===== src/rtl/llis_pkg.sv =====
`default_nettype none

package llis_pkg;

   localparam int LINE_W = 16;
   localparam int CPU_OUT_W = 3;
   localparam int LOAD_W = 7;
   localparam int CFG_W = 4;
   localparam int IDX_CMP_W = 7;
   localparam logic [LOAD_W-1:0] LOAD_MAX = 7'd127;

   typedef enum logic [1:0] {
      STATUS_OK     = 2'd0,
      STATUS_NO_CPU = 2'd1,
      STATUS_FULL   = 2'd2
   } status_type;

   typedef enum logic [1:0] {
      ST_IDLE,
      ST_SEARCH,
      ST_COMMIT
   } state_type;

   typedef struct packed {
      logic                 active;
      logic                 hit;
      logic [LINE_W-1:0]    key;
      logic [CPU_OUT_W-1:0] cpu;
   } entry_token_type;

   typedef struct packed {
      logic                 en;
      logic [LINE_W-1:0]    line;
      logic [CPU_OUT_W-1:0] cpu;
   } entry_write_type;

endpackage

`default_nettype wire


===== src/rtl/llis_entry_cell.sv =====
`default_nettype none

module llis_entry_cell
   import llis_pkg::*;
#(
   parameter int INDEX = 0,
   parameter int IDX_W = 1
) (
   input  wire logic             clock,
   input  wire logic             reset,
   input  wire entry_token_type  tok_in,
   output      entry_token_type  tok_out,
   input  wire entry_write_type  wr,
   input  wire logic [IDX_W-1:0] wr_index
);

   logic                 valid_ff, valid_in;
   logic [LINE_W-1:0]    line_ff, line_in;
   logic [CPU_OUT_W-1:0] cpu_ff, cpu_in;
   entry_token_type      tok_ff, tok_in_next;
   logic                 write_here;
   logic                 match;

   always_comb begin
      write_here = wr.en && (wr_index == IDX_W'(INDEX));
      valid_in = valid_ff | write_here;
      line_in = write_here ? wr.line : line_ff;
      cpu_in = write_here ? wr.cpu : cpu_ff;

      match = valid_ff && (line_ff == tok_in.key);
      tok_in_next = tok_in;
      if (!tok_in.hit && match) begin
         tok_in_next.hit = 1'b1;
         tok_in_next.cpu = cpu_ff;
      end
   end

   always_ff @(posedge clock) begin
      if (reset) begin
         valid_ff <= 1'b0;
         tok_ff.active <= 1'b0;
      end else begin
         valid_ff <= valid_in;
         tok_ff.active <= tok_in_next.active;
      end
      line_ff <= line_in;
      cpu_ff <= cpu_in;
      tok_ff.hit <= tok_in_next.hit;
      tok_ff.key <= tok_in_next.key;
      tok_ff.cpu <= tok_in_next.cpu;
   end

   assign tok_out = tok_ff;

endmodule

`default_nettype wire


===== src/rtl/llis_cpu_cell.sv =====
`default_nettype none

module llis_cpu_cell
   import llis_pkg::*;
#(
   parameter int INDEX = 0,
   parameter int CPU_W = 1
) (
   input  wire logic              clock,
   input  wire logic              reset,
   input  wire logic [CFG_W-1:0]  cpus_in_use,
   input  wire logic              in_active,
   input  wire logic              in_found,
   input  wire logic [CPU_W-1:0]  in_best,
   input  wire logic [LOAD_W-1:0] in_count,
   output      logic              out_active,
   output      logic              out_found,
   output      logic [CPU_W-1:0]  out_best,
   output      logic [LOAD_W-1:0] out_count,
   input  wire logic              inc_en,
   input  wire logic [CPU_W-1:0]  inc_index
);

   logic [LOAD_W-1:0] count_ff, count_in;
   logic              active_ff;
   logic              found_ff, found_in;
   logic [CPU_W-1:0]  best_ff, best_in;
   logic [LOAD_W-1:0] bcount_ff, bcount_in;
   logic              participate;
   logic              take;

   always_comb begin
      participate = IDX_CMP_W'(INDEX) < {{(IDX_CMP_W-CFG_W){1'b0}}, cpus_in_use};
      take = in_active && participate && (!in_found || (count_ff < in_count));
      found_in = in_found | take;
      best_in = take ? CPU_W'(INDEX) : in_best;
      bcount_in = take ? count_ff : in_count;
      count_in = count_ff;
      if (inc_en && (inc_index == CPU_W'(INDEX)) && (count_ff < LOAD_MAX)) begin
         count_in = count_ff + LOAD_W'(1);
      end
   end

   always_ff @(posedge clock) begin
      if (reset) begin
         count_ff <= '0;
         active_ff <= 1'b0;
      end else begin
         count_ff <= count_in;
         active_ff <= in_active;
      end
      found_ff <= found_in;
      best_ff <= best_in;
      bcount_ff <= bcount_in;
   end

   assign out_active = active_ff;
   assign out_found = found_ff;
   assign out_best = best_ff;
   assign out_count = bcount_ff;

endmodule

`default_nettype wire


===== src/rtl/least_loaded_interrupt_steering.sv =====
`default_nettype none

// Steers interrupt lines to CPUs. A request carries a line number; the block
// looks it up in a table of assigned lines and returns the stored CPU, or else
// assigns the line to the least loaded CPU in use (ties to the lowest index),
// records it and returns that CPU; with no CPU in use or a full table it
// returns an error status instead. The table is a row of cells that the
// lookup key walks through one cell per cycle, while the load search walks a
// second row of per-CPU cells in parallel. busy is high from the edge that
// accepts a request until the result strobe rises, one request is handled at
// a time, and the next request can be accepted at the edge that takes the
// result. rsp_valid is high for exactly one cycle per request and cannot be
// held off by the receiver.
// The cpus_in_use register sits at byte address 0 and must only be written
// while busy is low.
module least_loaded_interrupt_steering
   import llis_pkg::*;
#(
   parameter int TABLE_ENTRIES = 64,
   parameter int MAX_CPUS = 8
) (
   input  wire logic                 clock,
   input  wire logic                 reset,
   input  wire logic                 start,
   output      logic                 busy,
   input  wire logic [LINE_W-1:0]    req_line_number,
   output      logic                 rsp_valid,
   output      logic [1:0]           rsp_status,
   output      logic [CPU_OUT_W-1:0] rsp_target_cpu,
   output      logic [LINE_W-1:0]    rsp_vector_number,
   output      logic                 rsp_newly_assigned,
   input  wire logic                 psel,
   input  wire logic                 penable,
   input  wire logic                 pwrite,
   input  wire logic [2:0]           paddr,
   input  wire logic [31:0]          pwdata,
   output      logic [31:0]          prdata,
   output      logic                 pready
);

   localparam int FILL_W = $clog2(TABLE_ENTRIES + 1);
   localparam int CPU_W = (MAX_CPUS > 1) ? $clog2(MAX_CPUS) : 1;

   state_type state_ff, state_in;

   logic [CFG_W-1:0]  cpus_ff, cpus_in;
   logic [FILL_W-1:0] fill_ff, fill_in;
   logic [LINE_W-1:0] line_ff, line_in;
   logic              tbl_done_ff, tbl_done_in;
   logic              hit_ff, hit_in;
   logic [CPU_OUT_W-1:0] hit_cpu_ff, hit_cpu_in;
   logic              cpu_done_ff, cpu_done_in;
   logic [CPU_W-1:0]  best_ff, best_in;

   logic                 rsp_valid_ff, rsp_valid_in;
   status_type           rsp_status_ff, rsp_status_in;
   logic [CPU_OUT_W-1:0] rsp_cpu_ff, rsp_cpu_in;
   logic [LINE_W-1:0]    rsp_vec_ff, rsp_vec_in;
   logic                 rsp_new_ff, rsp_new_in;

   logic            accept;
   logic            cfg_write;
   entry_write_type wr;
   logic            inc_en;

   entry_token_type   etok [TABLE_ENTRIES+1];
   logic              c_active [MAX_CPUS+1];
   logic              c_found [MAX_CPUS+1];
   logic [CPU_W-1:0]  c_best [MAX_CPUS+1];
   logic [LOAD_W-1:0] c_count [MAX_CPUS+1];

   assign accept = start && (state_ff == ST_IDLE);
   assign busy = (state_ff != ST_IDLE);
   assign pready = 1'b1;
   assign cfg_write = psel && penable && pwrite && !paddr[2];
   assign prdata = paddr[2] ? 32'd0 : {{(32-CFG_W){1'b0}}, cpus_ff};
   assign cpus_in = cfg_write ? pwdata[CFG_W-1:0] : cpus_ff;

   always_comb begin
      etok[0].active = accept;
      etok[0].hit = 1'b0;
      etok[0].key = req_line_number;
      etok[0].cpu = '0;
      c_active[0] = accept;
      c_found[0] = 1'b0;
      c_best[0] = '0;
      c_count[0] = '0;
   end

   for (genvar i = 0; i < TABLE_ENTRIES; i++) begin : g_entry
      llis_entry_cell #(
         .INDEX(i),
         .IDX_W(FILL_W)
      ) u_cell (
         .clock   (clock),
         .reset   (reset),
         .tok_in  (etok[i]),
         .tok_out (etok[i+1]),
         .wr      (wr),
         .wr_index(fill_ff)
      );
   end

   for (genvar j = 0; j < MAX_CPUS; j++) begin : g_cpu
      llis_cpu_cell #(
         .INDEX(j),
         .CPU_W(CPU_W)
      ) u_cell (
         .clock      (clock),
         .reset      (reset),
         .cpus_in_use(cpus_ff),
         .in_active  (c_active[j]),
         .in_found   (c_found[j]),
         .in_best    (c_best[j]),
         .in_count   (c_count[j]),
         .out_active (c_active[j+1]),
         .out_found  (c_found[j+1]),
         .out_best   (c_best[j+1]),
         .out_count  (c_count[j+1]),
         .inc_en     (inc_en),
         .inc_index  (best_ff)
      );
   end

   always_comb begin
      state_in = state_ff;
      fill_in = fill_ff;
      line_in = accept ? req_line_number : line_ff;
      tbl_done_in = tbl_done_ff;
      hit_in = hit_ff;
      hit_cpu_in = hit_cpu_ff;
      cpu_done_in = cpu_done_ff;
      best_in = best_ff;
      rsp_valid_in = 1'b0;
      rsp_status_in = STATUS_OK;
      rsp_cpu_in = '0;
      rsp_vec_in = '0;
      rsp_new_in = 1'b0;
      wr.en = 1'b0;
      wr.line = line_ff;
      wr.cpu = CPU_OUT_W'(best_ff);
      inc_en = 1'b0;

      unique case (state_ff)
         ST_IDLE: begin
            if (accept) begin
               tbl_done_in = 1'b0;
               cpu_done_in = 1'b0;
               state_in = ST_SEARCH;
            end
         end
         ST_SEARCH: begin
            if (etok[TABLE_ENTRIES].active) begin
               tbl_done_in = 1'b1;
               hit_in = etok[TABLE_ENTRIES].hit;
               hit_cpu_in = etok[TABLE_ENTRIES].cpu;
            end
            if (c_active[MAX_CPUS]) begin
               cpu_done_in = 1'b1;
               best_in = c_best[MAX_CPUS];
            end
            if (tbl_done_in && cpu_done_in) begin
               state_in = ST_COMMIT;
            end
         end
         ST_COMMIT: begin
            rsp_valid_in = 1'b1;
            state_in = ST_IDLE;
            if (hit_ff) begin
               rsp_cpu_in = hit_cpu_ff;
               rsp_vec_in = line_ff;
            end else if (cpus_ff == '0) begin
               rsp_status_in = STATUS_NO_CPU;
            end else if (fill_ff == FILL_W'(TABLE_ENTRIES)) begin
               rsp_status_in = STATUS_FULL;
            end else begin
               wr.en = 1'b1;
               inc_en = 1'b1;
               fill_in = fill_ff + FILL_W'(1);
               rsp_cpu_in = CPU_OUT_W'(best_ff);
               rsp_vec_in = line_ff;
               rsp_new_in = 1'b1;
            end
         end
         default: begin
            state_in = ST_IDLE;
         end
      endcase
   end

   always_ff @(posedge clock) begin
      if (reset) begin
         state_ff <= ST_IDLE;
         cpus_ff <= CFG_W'(1);
         fill_ff <= '0;
         tbl_done_ff <= 1'b0;
         cpu_done_ff <= 1'b0;
         rsp_valid_ff <= 1'b0;
      end else begin
         state_ff <= state_in;
         cpus_ff <= cpus_in;
         fill_ff <= fill_in;
         tbl_done_ff <= tbl_done_in;
         cpu_done_ff <= cpu_done_in;
         rsp_valid_ff <= rsp_valid_in;
      end
      line_ff <= line_in;
      hit_ff <= hit_in;
      hit_cpu_ff <= hit_cpu_in;
      best_ff <= best_in;
      rsp_status_ff <= rsp_status_in;
      rsp_cpu_ff <= rsp_cpu_in;
      rsp_vec_ff <= rsp_vec_in;
      rsp_new_ff <= rsp_new_in;
   end

   assign rsp_valid = rsp_valid_ff;
   assign rsp_status = rsp_status_ff;
   assign rsp_target_cpu = rsp_cpu_ff;
   assign rsp_vector_number = rsp_vec_ff;
   assign rsp_newly_assigned = rsp_new_ff;

`ifndef ASSERT_OFF
   a_single_strobe: assert property (@(posedge clock) disable iff (reset)
      rsp_valid |=> !rsp_valid)
      else $error("result strobe lasted more than one cycle");

   a_accept_busy: assert property (@(posedge clock) disable iff (reset)
      (start && !busy) |=> busy)
      else $error("accepted request did not raise busy");

   a_new_ok: assert property (@(posedge clock) disable iff (reset)
      (rsp_valid && rsp_newly_assigned) |-> (rsp_status == STATUS_OK))
      else $error("new assignment reported with an error status");

   a_error_zero: assert property (@(posedge clock) disable iff (reset)
      (rsp_valid && (rsp_status != STATUS_OK)) |->
         ((rsp_target_cpu == '0) && (rsp_vector_number == '0)))
      else $error("error result carries nonzero fields");

   a_fill_bound: assert property (@(posedge clock) disable iff (reset)
      fill_ff <= FILL_W'(TABLE_ENTRIES))
      else $error("table fill count exceeded the table size");
`endif

endmodule

`default_nettype wire


===== config.mk =====
export PLATFORM = sky130hd
export DESIGN_NAME = least_loaded_interrupt_steering
export DESIGN_NICKNAME = d
export VERILOG_FILES = /design/src/rtl/llis_pkg.sv /design/src/rtl/llis_entry_cell.sv /design/src/rtl/llis_cpu_cell.sv /design/src/rtl/least_loaded_interrupt_steering.sv
export SDC_FILE = /design/constraint.sdc
export NUM_CORES = 2
export LEC_CHECK = 0
export BUFFER_PORTS_ARGS = -buffer_cell sky130_fd_sc_hd__buf_2
export CORE_MARGIN = 3
export CORE_UTILIZATION = 30
export DETAILED_ROUTE_END_ITERATION = 12
export GPL_TIMING_DRIVEN = 0
export PLACE_DENSITY_LB_ADDON = 0.05
export SLEW_MARGIN = 10
export SYNTH_ARGS = -nofsm -noshare
export SYNTH_HDL_FRONTEND = slang
export SYNTH_SLANG_ARGS = --single-unit

===== constraint.sdc =====
create_clock -name clock -period 2.9 [get_ports clock]
set_input_delay 0.29 -clock clock [delete_from_list [all_inputs] [get_ports clock]]
set_output_delay 0.29 -clock clock [all_outputs]
set_load 0.005 [all_outputs]

==> metrics.txt <==
# TYPE chip_impl_metric gauge
chip_impl_metric{name="fraction_of_the_mapped_netlist_area_in_compound_gates",unit="%"} 1.03
chip_impl_info{name="startpoint",value="hit_ff"} 1
chip_impl_metric{name="dp_hpwl",unit="mm"} 161
chip_impl_metric{name="core_area",unit="sq um"} 292000
chip_impl_metric{name="area_of_the_mapped_netlist",unit="sq um"} 88000
chip_impl_metric{name="avgRoutedWirePerCell",unit="um"} 22.3
chip_impl_metric{name="synthesis_warning_total",unit=""} 0
chip_impl_metric{name="io_buffers",unit=""} 53
chip_impl_metric{name="antenna_left",unit=""} 0
chip_impl_metric{name="synth.mux.area_fraction",unit="%"} 3.08
chip_impl_metric{name="largest_net_degree_at_the_start_of_global_routing",unit=""} 21
chip_impl_metric{name="dp_slack",unit="ns"} -2.13
chip_impl_metric{name="h-tree-depth",unit=""} 5
chip_impl_metric{name="place.detailed.instances",unit=""} 9469
chip_impl_info{name="cp-start-kind",value="flip-flop"} 1
chip_impl_metric{name="power.ir.vdd_worst",unit="uV"} 418
chip_impl_metric{name="drive_gt1_share",unit="%"} 17.9
chip_impl_metric{name="numClockSinks",unit=""} 2798
chip_impl_metric{name="timing.hold.worst_path_depth",unit=""} 2
chip_impl_metric{name="place.gp.congestion",unit=""} 0.715
chip_impl_metric{name="grt.total_usage",unit="%"} 15.0
chip_impl_metric{name="remaining_max_slew_budget_at_the_tightest_pin",unit="%"} 17.6
chip_impl_metric{name="post_route_drc_violation_count",unit=""} 0
chip_impl_metric{name="clk-insertion-delay-late",unit="ns"} 0.87
chip_impl_info{name="result_of_the_run",value="finished, final reports clean"} 1
chip_impl_metric{name="antenna_violations_before_repair",unit=""} 11
chip_impl_info{name="cts_tree",value="built"} 1
chip_impl_metric{name="design.die.area",unit="sq um"} 300000
chip_impl_metric{name="cts_buffers",unit=""} 310
chip_impl_metric{name="chipHeight",unit="um"} 548
chip_impl_info{name="postSynth.topFlopCell",value="sky130_fd_sc_hd__dfxtp_1"} 1
chip_impl_info{name="clock-root-buffer",value="sky130_fd_sc_hd__clkbuf_16"} 1
chip_impl_metric{name="start_util",unit="%"} 30.2
chip_impl_metric{name="drt-pass1-iter-count",unit=""} 5
chip_impl_metric{name="routed_wirelength",unit="mm"} 227
chip_impl_info{name="hold_path_class",value="in2reg"} 1
chip_impl_metric{name="synth_simple_gate_area_share",unit="%"} 5.96
chip_impl_metric{name="final_max_slew_viol_count",unit=""} 0
chip_impl_info{name="timing.critical_path.to",value="g_entry[22].u_cell.line_ff[6]"} 1
chip_impl_metric{name="max_slew.worst_pin.slew",unit="ns"} 1.24
chip_impl_metric{name="ff2ff_setup_slack",unit="ns"} 0.07
chip_impl_info{name="worst_r2r_startpoint",value="hit_ff"} 1
chip_impl_metric{name="final_cell_count_no_fill",unit=""} 10100
chip_impl_metric{name="synth-async-reset-ratio",unit="%"} 0
chip_impl_metric{name="critPathMaxStageDelay",unit="ns"} 0.52
chip_impl_info{name="crit_path_cell_trace",value="or3b_4 -> nand2b_2 -> nor3b_2 -> clkbuf_8 -> nand2_4 -> nor2_4 -> buf_12"} 1
chip_impl_metric{name="timing.final.hold_violations",unit=""} 0
chip_impl_metric{name="mean_instance_size_in_the_synthesized_netlist",unit="sq um"} 16.4
chip_impl_metric{name="grt.overflow.total",unit=""} 0
chip_impl_metric{name="cp_data_required_time",unit="ns"} 3.45
chip_impl_metric{name="die-width",unit="um"} 548
chip_impl_info{name="timing.critical_path.to_type",value="flip-flop"} 1
chip_impl_metric{name="achievable-frequency",unit="GHz"} 0.353
chip_impl_info{name="synth.top_cells.by_area",value="sky130_fd_sc_hd__edfxtp_1 42%, sky130_fd_sc_hd__dfxtp_1 35%, sky130_fd_sc_hd__xor2_1 8.0%"} 1
chip_impl_metric{name="post_synth_fa_ha_maj_area_fraction",unit="%"} 0.768
chip_impl_metric{name="worst_ep_arrival_time",unit="ns"} 3.38
chip_impl_info{name="critical-path-slowest-cell",value="sky130_fd_sc_hd__edfxtp_1"} 1
chip_impl_metric{name="nNetsFinal",unit=""} 6095
chip_impl_metric{name="power_leakage",unit="nW"} 39.5
chip_impl_metric{name="num_rows",unit=""} 198
chip_impl_metric{name="setup-violations-final",unit=""} 0
chip_impl_metric{name="crit_fanout",unit=""} 19
chip_impl_metric{name="grt_pass1_vias",unit=""} 44800
chip_impl_metric{name="setup_ws",unit="ns"} 0.0692
chip_impl_metric{name="post_drt_via_cell_ratio",unit=""} 4.16
chip_impl_metric{name="synth_xor_xnor_area_share",unit="%"} 10.7
chip_impl_info{name="synth_top_family_by_area",value="XOR/XNOR gates"} 1
chip_impl_info{name="worstReg2RegEnd",value="g_entry[22].u_cell.line_ff[6]"} 1
chip_impl_metric{name="fin_crit",unit="ns"} 2.83
chip_impl_metric{name="yosys_reg_bits",unit=""} 2798
chip_impl_metric{name="synth-seq-area-share",unit="%"} 77.7
chip_impl_info{name="synthDominantAreaCellType",value="sky130_fd_sc_hd__edfxtp_1"} 1
chip_impl_metric{name="setup_tns",unit="ns"} 0
chip_impl_metric{name="synth-edff-count",unit=""} 1239
chip_impl_metric{name="design.portCount",unit=""} 114
chip_impl_metric{name="final.period_utilization",unit="%"} 97.6
chip_impl_metric{name="cts.path.max_buffers",unit=""} 4
chip_impl_metric{name="vias",unit=""} 42200
chip_impl_metric{name="synthCells",unit=""} 5361
chip_impl_metric{name="yosysUniqueCellTypes",unit=""} 58
chip_impl_metric{name="final_util",unit="%"} 37.2
chip_impl_metric{name="fin_skew",unit="ns"} 0.0367
chip_impl_metric{name="synthDominantCellAreaShare",unit="%"} 42.3
chip_impl_metric{name="cap_viol_max_count",unit=""} 0
chip_impl_metric{name="num-fill-cells",unit=""} 27400
chip_impl_metric{name="power.density",unit="nW/um^2"} 768
chip_impl_metric{name="global_route_wire_length_before_repair",unit="mm"} 328
chip_impl_info{name="grt_setup_unrepaired",value="false"} 1
chip_impl_info{name="critical_path_class",value="reg2reg"} 1
chip_impl_metric{name="ff2ff_path_depth",unit=""} 7
chip_impl_metric{name="area_growth_from_synthesis_to_layout",unit="%"} 23.1
chip_impl_metric{name="path_clk_slew",unit="ns"} 0.06
chip_impl_metric{name="drt_first_iter_violations",unit=""} 2422
[layer usage]
layer / up-vias / part of all wire, % / wire length (um) / global-route usage (%)
met4: 0 / 2.2 / 5050 / 3.87
li1: 20200 / - / - / -
met3: 312 / 3.5 / 7870 / 2.29
met5: - / 0 / 0 / 0
met1: 21000 / 47 / 106000 / 20.6
met2: 643 / 47 / 107000 / 24.6
[sequential cells by signal, indices dropped and copies added (netlist names), 16 cells and up]
name and count:
g_entry.u_cell.tok_out 1325, g_entry.u_cell.line_ff 1024, g_entry.u_cell.cpu_ff 192, g_entry.u_cell.valid_ff 64, g_cpu.u_cell.count_ff 56, g_cpu.u_cell.out_count 49, g_cpu.u_cell.out_best 17, line_ff 16
rsp_vector_number 16
[repair_timing]
item	CTS	global route
pin swaps	55	4
setup buffers	66	11
endpoints found under the setup margin	1323	89
cloned	2	0
hold endpoints to repair	48	0
resized for setup	115	3
hold buffers	28	0
[worst min-delay path by stage]
stage                                       start                            end
CTS                            req_line_number[6]   g_entry[0].u_cell.tok_out[9]
finish                         req_line_number[6]   g_entry[0].u_cell.tok_out[9]
global route                  req_line_number[13]  g_entry[0].u_cell.tok_out[16]
global placement    g_entry[0].u_cell.tok_out[18]  g_entry[1].u_cell.tok_out[18]
floorplan                      req_line_number[7]  g_entry[0].u_cell.tok_out[10]
detailed placement  g_entry[30].u_cell.tok_out[7]  g_entry[31].u_cell.tok_out[7]
[area by class of cell]
cell class                 instances  area (sq um)  area share [%]
multi-input combinational       2455         19800            18.3
inverter                          50           191           0.177
sequential                      2798         68400            63.1
tap                             3900          4880            4.50
antenna                            7          17.5          0.0162
clock buffer                     463          9090            8.39
timing repair buffer             286          4310            3.98
clock inverter                   105          1180            1.09
buffer                            83           490           0.453
[power breakdown]
part	internal (W)	switching (W)
registers	0.0417	0.000574
clock network	0.0235	0.0158
logic	0.000678	0.000898
[Yosys cell counts, types with 4 or more instances]
library cell               number
sky130_fd_sc_hd__dfxtp_1     1559
sky130_fd_sc_hd__edfxtp_1    1239
sky130_fd_sc_hd__xor2_1       802
sky130_fd_sc_hd__xnor2_1      274
sky130_fd_sc_hd__mux2_2       231
sky130_fd_sc_hd__nor2_1       212
sky130_fd_sc_hd__nand4_1      159
sky130_fd_sc_hd__nor4_1       129
sky130_fd_sc_hd__nand2b_1      82
sky130_fd_sc_hd__nor2b_1       72
sky130_fd_sc_hd__nor3_1        66
sky130_fd_sc_hd__nor4b_1       63
sky130_fd_sc_hd__ha_1          54
sky130_fd_sc_hd__clkbuf_1      52
sky130_fd_sc_hd__inv_1         50
sky130_fd_sc_hd__a31oi_1       44
sky130_fd_sc_hd__nand2_1       44
sky130_fd_sc_hd__and2_1        37
sky130_fd_sc_hd__buf_4         29
sky130_fd_sc_hd__a21oi_1       28
sky130_fd_sc_hd__and3_1        17
sky130_fd_sc_hd__nand3_1       16
sky130_fd_sc_hd__o21ai_0       15
sky130_fd_sc_hd__a21o_1        12
sky130_fd_sc_hd__mux2i_1       11
sky130_fd_sc_hd__or2_2          7
sky130_fd_sc_hd__buf_2          5
sky130_fd_sc_hd__a211oi_1       4
sky130_fd_sc_hd__and4_1         4
[worst max-delay path, delay by kind of cell, from the launching register on]
family                 cells  cell delay (ns)
AND/OR/NAND/NOR            5             1.49
flip-flops                 1             0.52
buffers and inverters      2             0.48
[per-stage QoR]
step                hold slack [ns]  cell area [sq um]  total power, W
detailed placement            0.354              96100          0.0448
CTS                         0.00212             108000          0.0847
global placement              0.355              93400          0.0446
global route                 0.0519             108000          0.0864
finish                        0.103             108000          0.0832
floorplan                     0.318              88200          0.0436
[cell usage in the layout, fill, tap and decap left out, drive strengths merged, types with 12 or more instances in the layout]
master and count:
edfxtp 1239, a21oi 28, a31oi 44, nor3 66
nor4 129, bufinv 19, buf 292, nor4b 64
nand2 45, nand2b 82, mux2 231, xor2 802
dlygate4sd3 28, dfxtp 1559, clkinv 72, a21o 12
conb 29, o21ai 16, nand3 16, xnor2 274
and3 17, nand4 159, ha 54, nor2b 72
clkbuf 512, nor2 215, and2 37, inv 61
[cell families (layout without fill, tap and decap cells)]
| family | Yosys count | after routing |
|---|---|---|
| flops | 2798 | 2798 |
| xor+xnor | 1076 | 1076 |
| simple gates | 924 | 926 |
| mux | 242 | 242 |
| buf+inv | 137 | 987 |
| compound gates | 128 | 128 |
| fa+ha+maj | 54 | 54 |
| other cells | 2 | 36 |
Power figures use the tool's default switching activity.
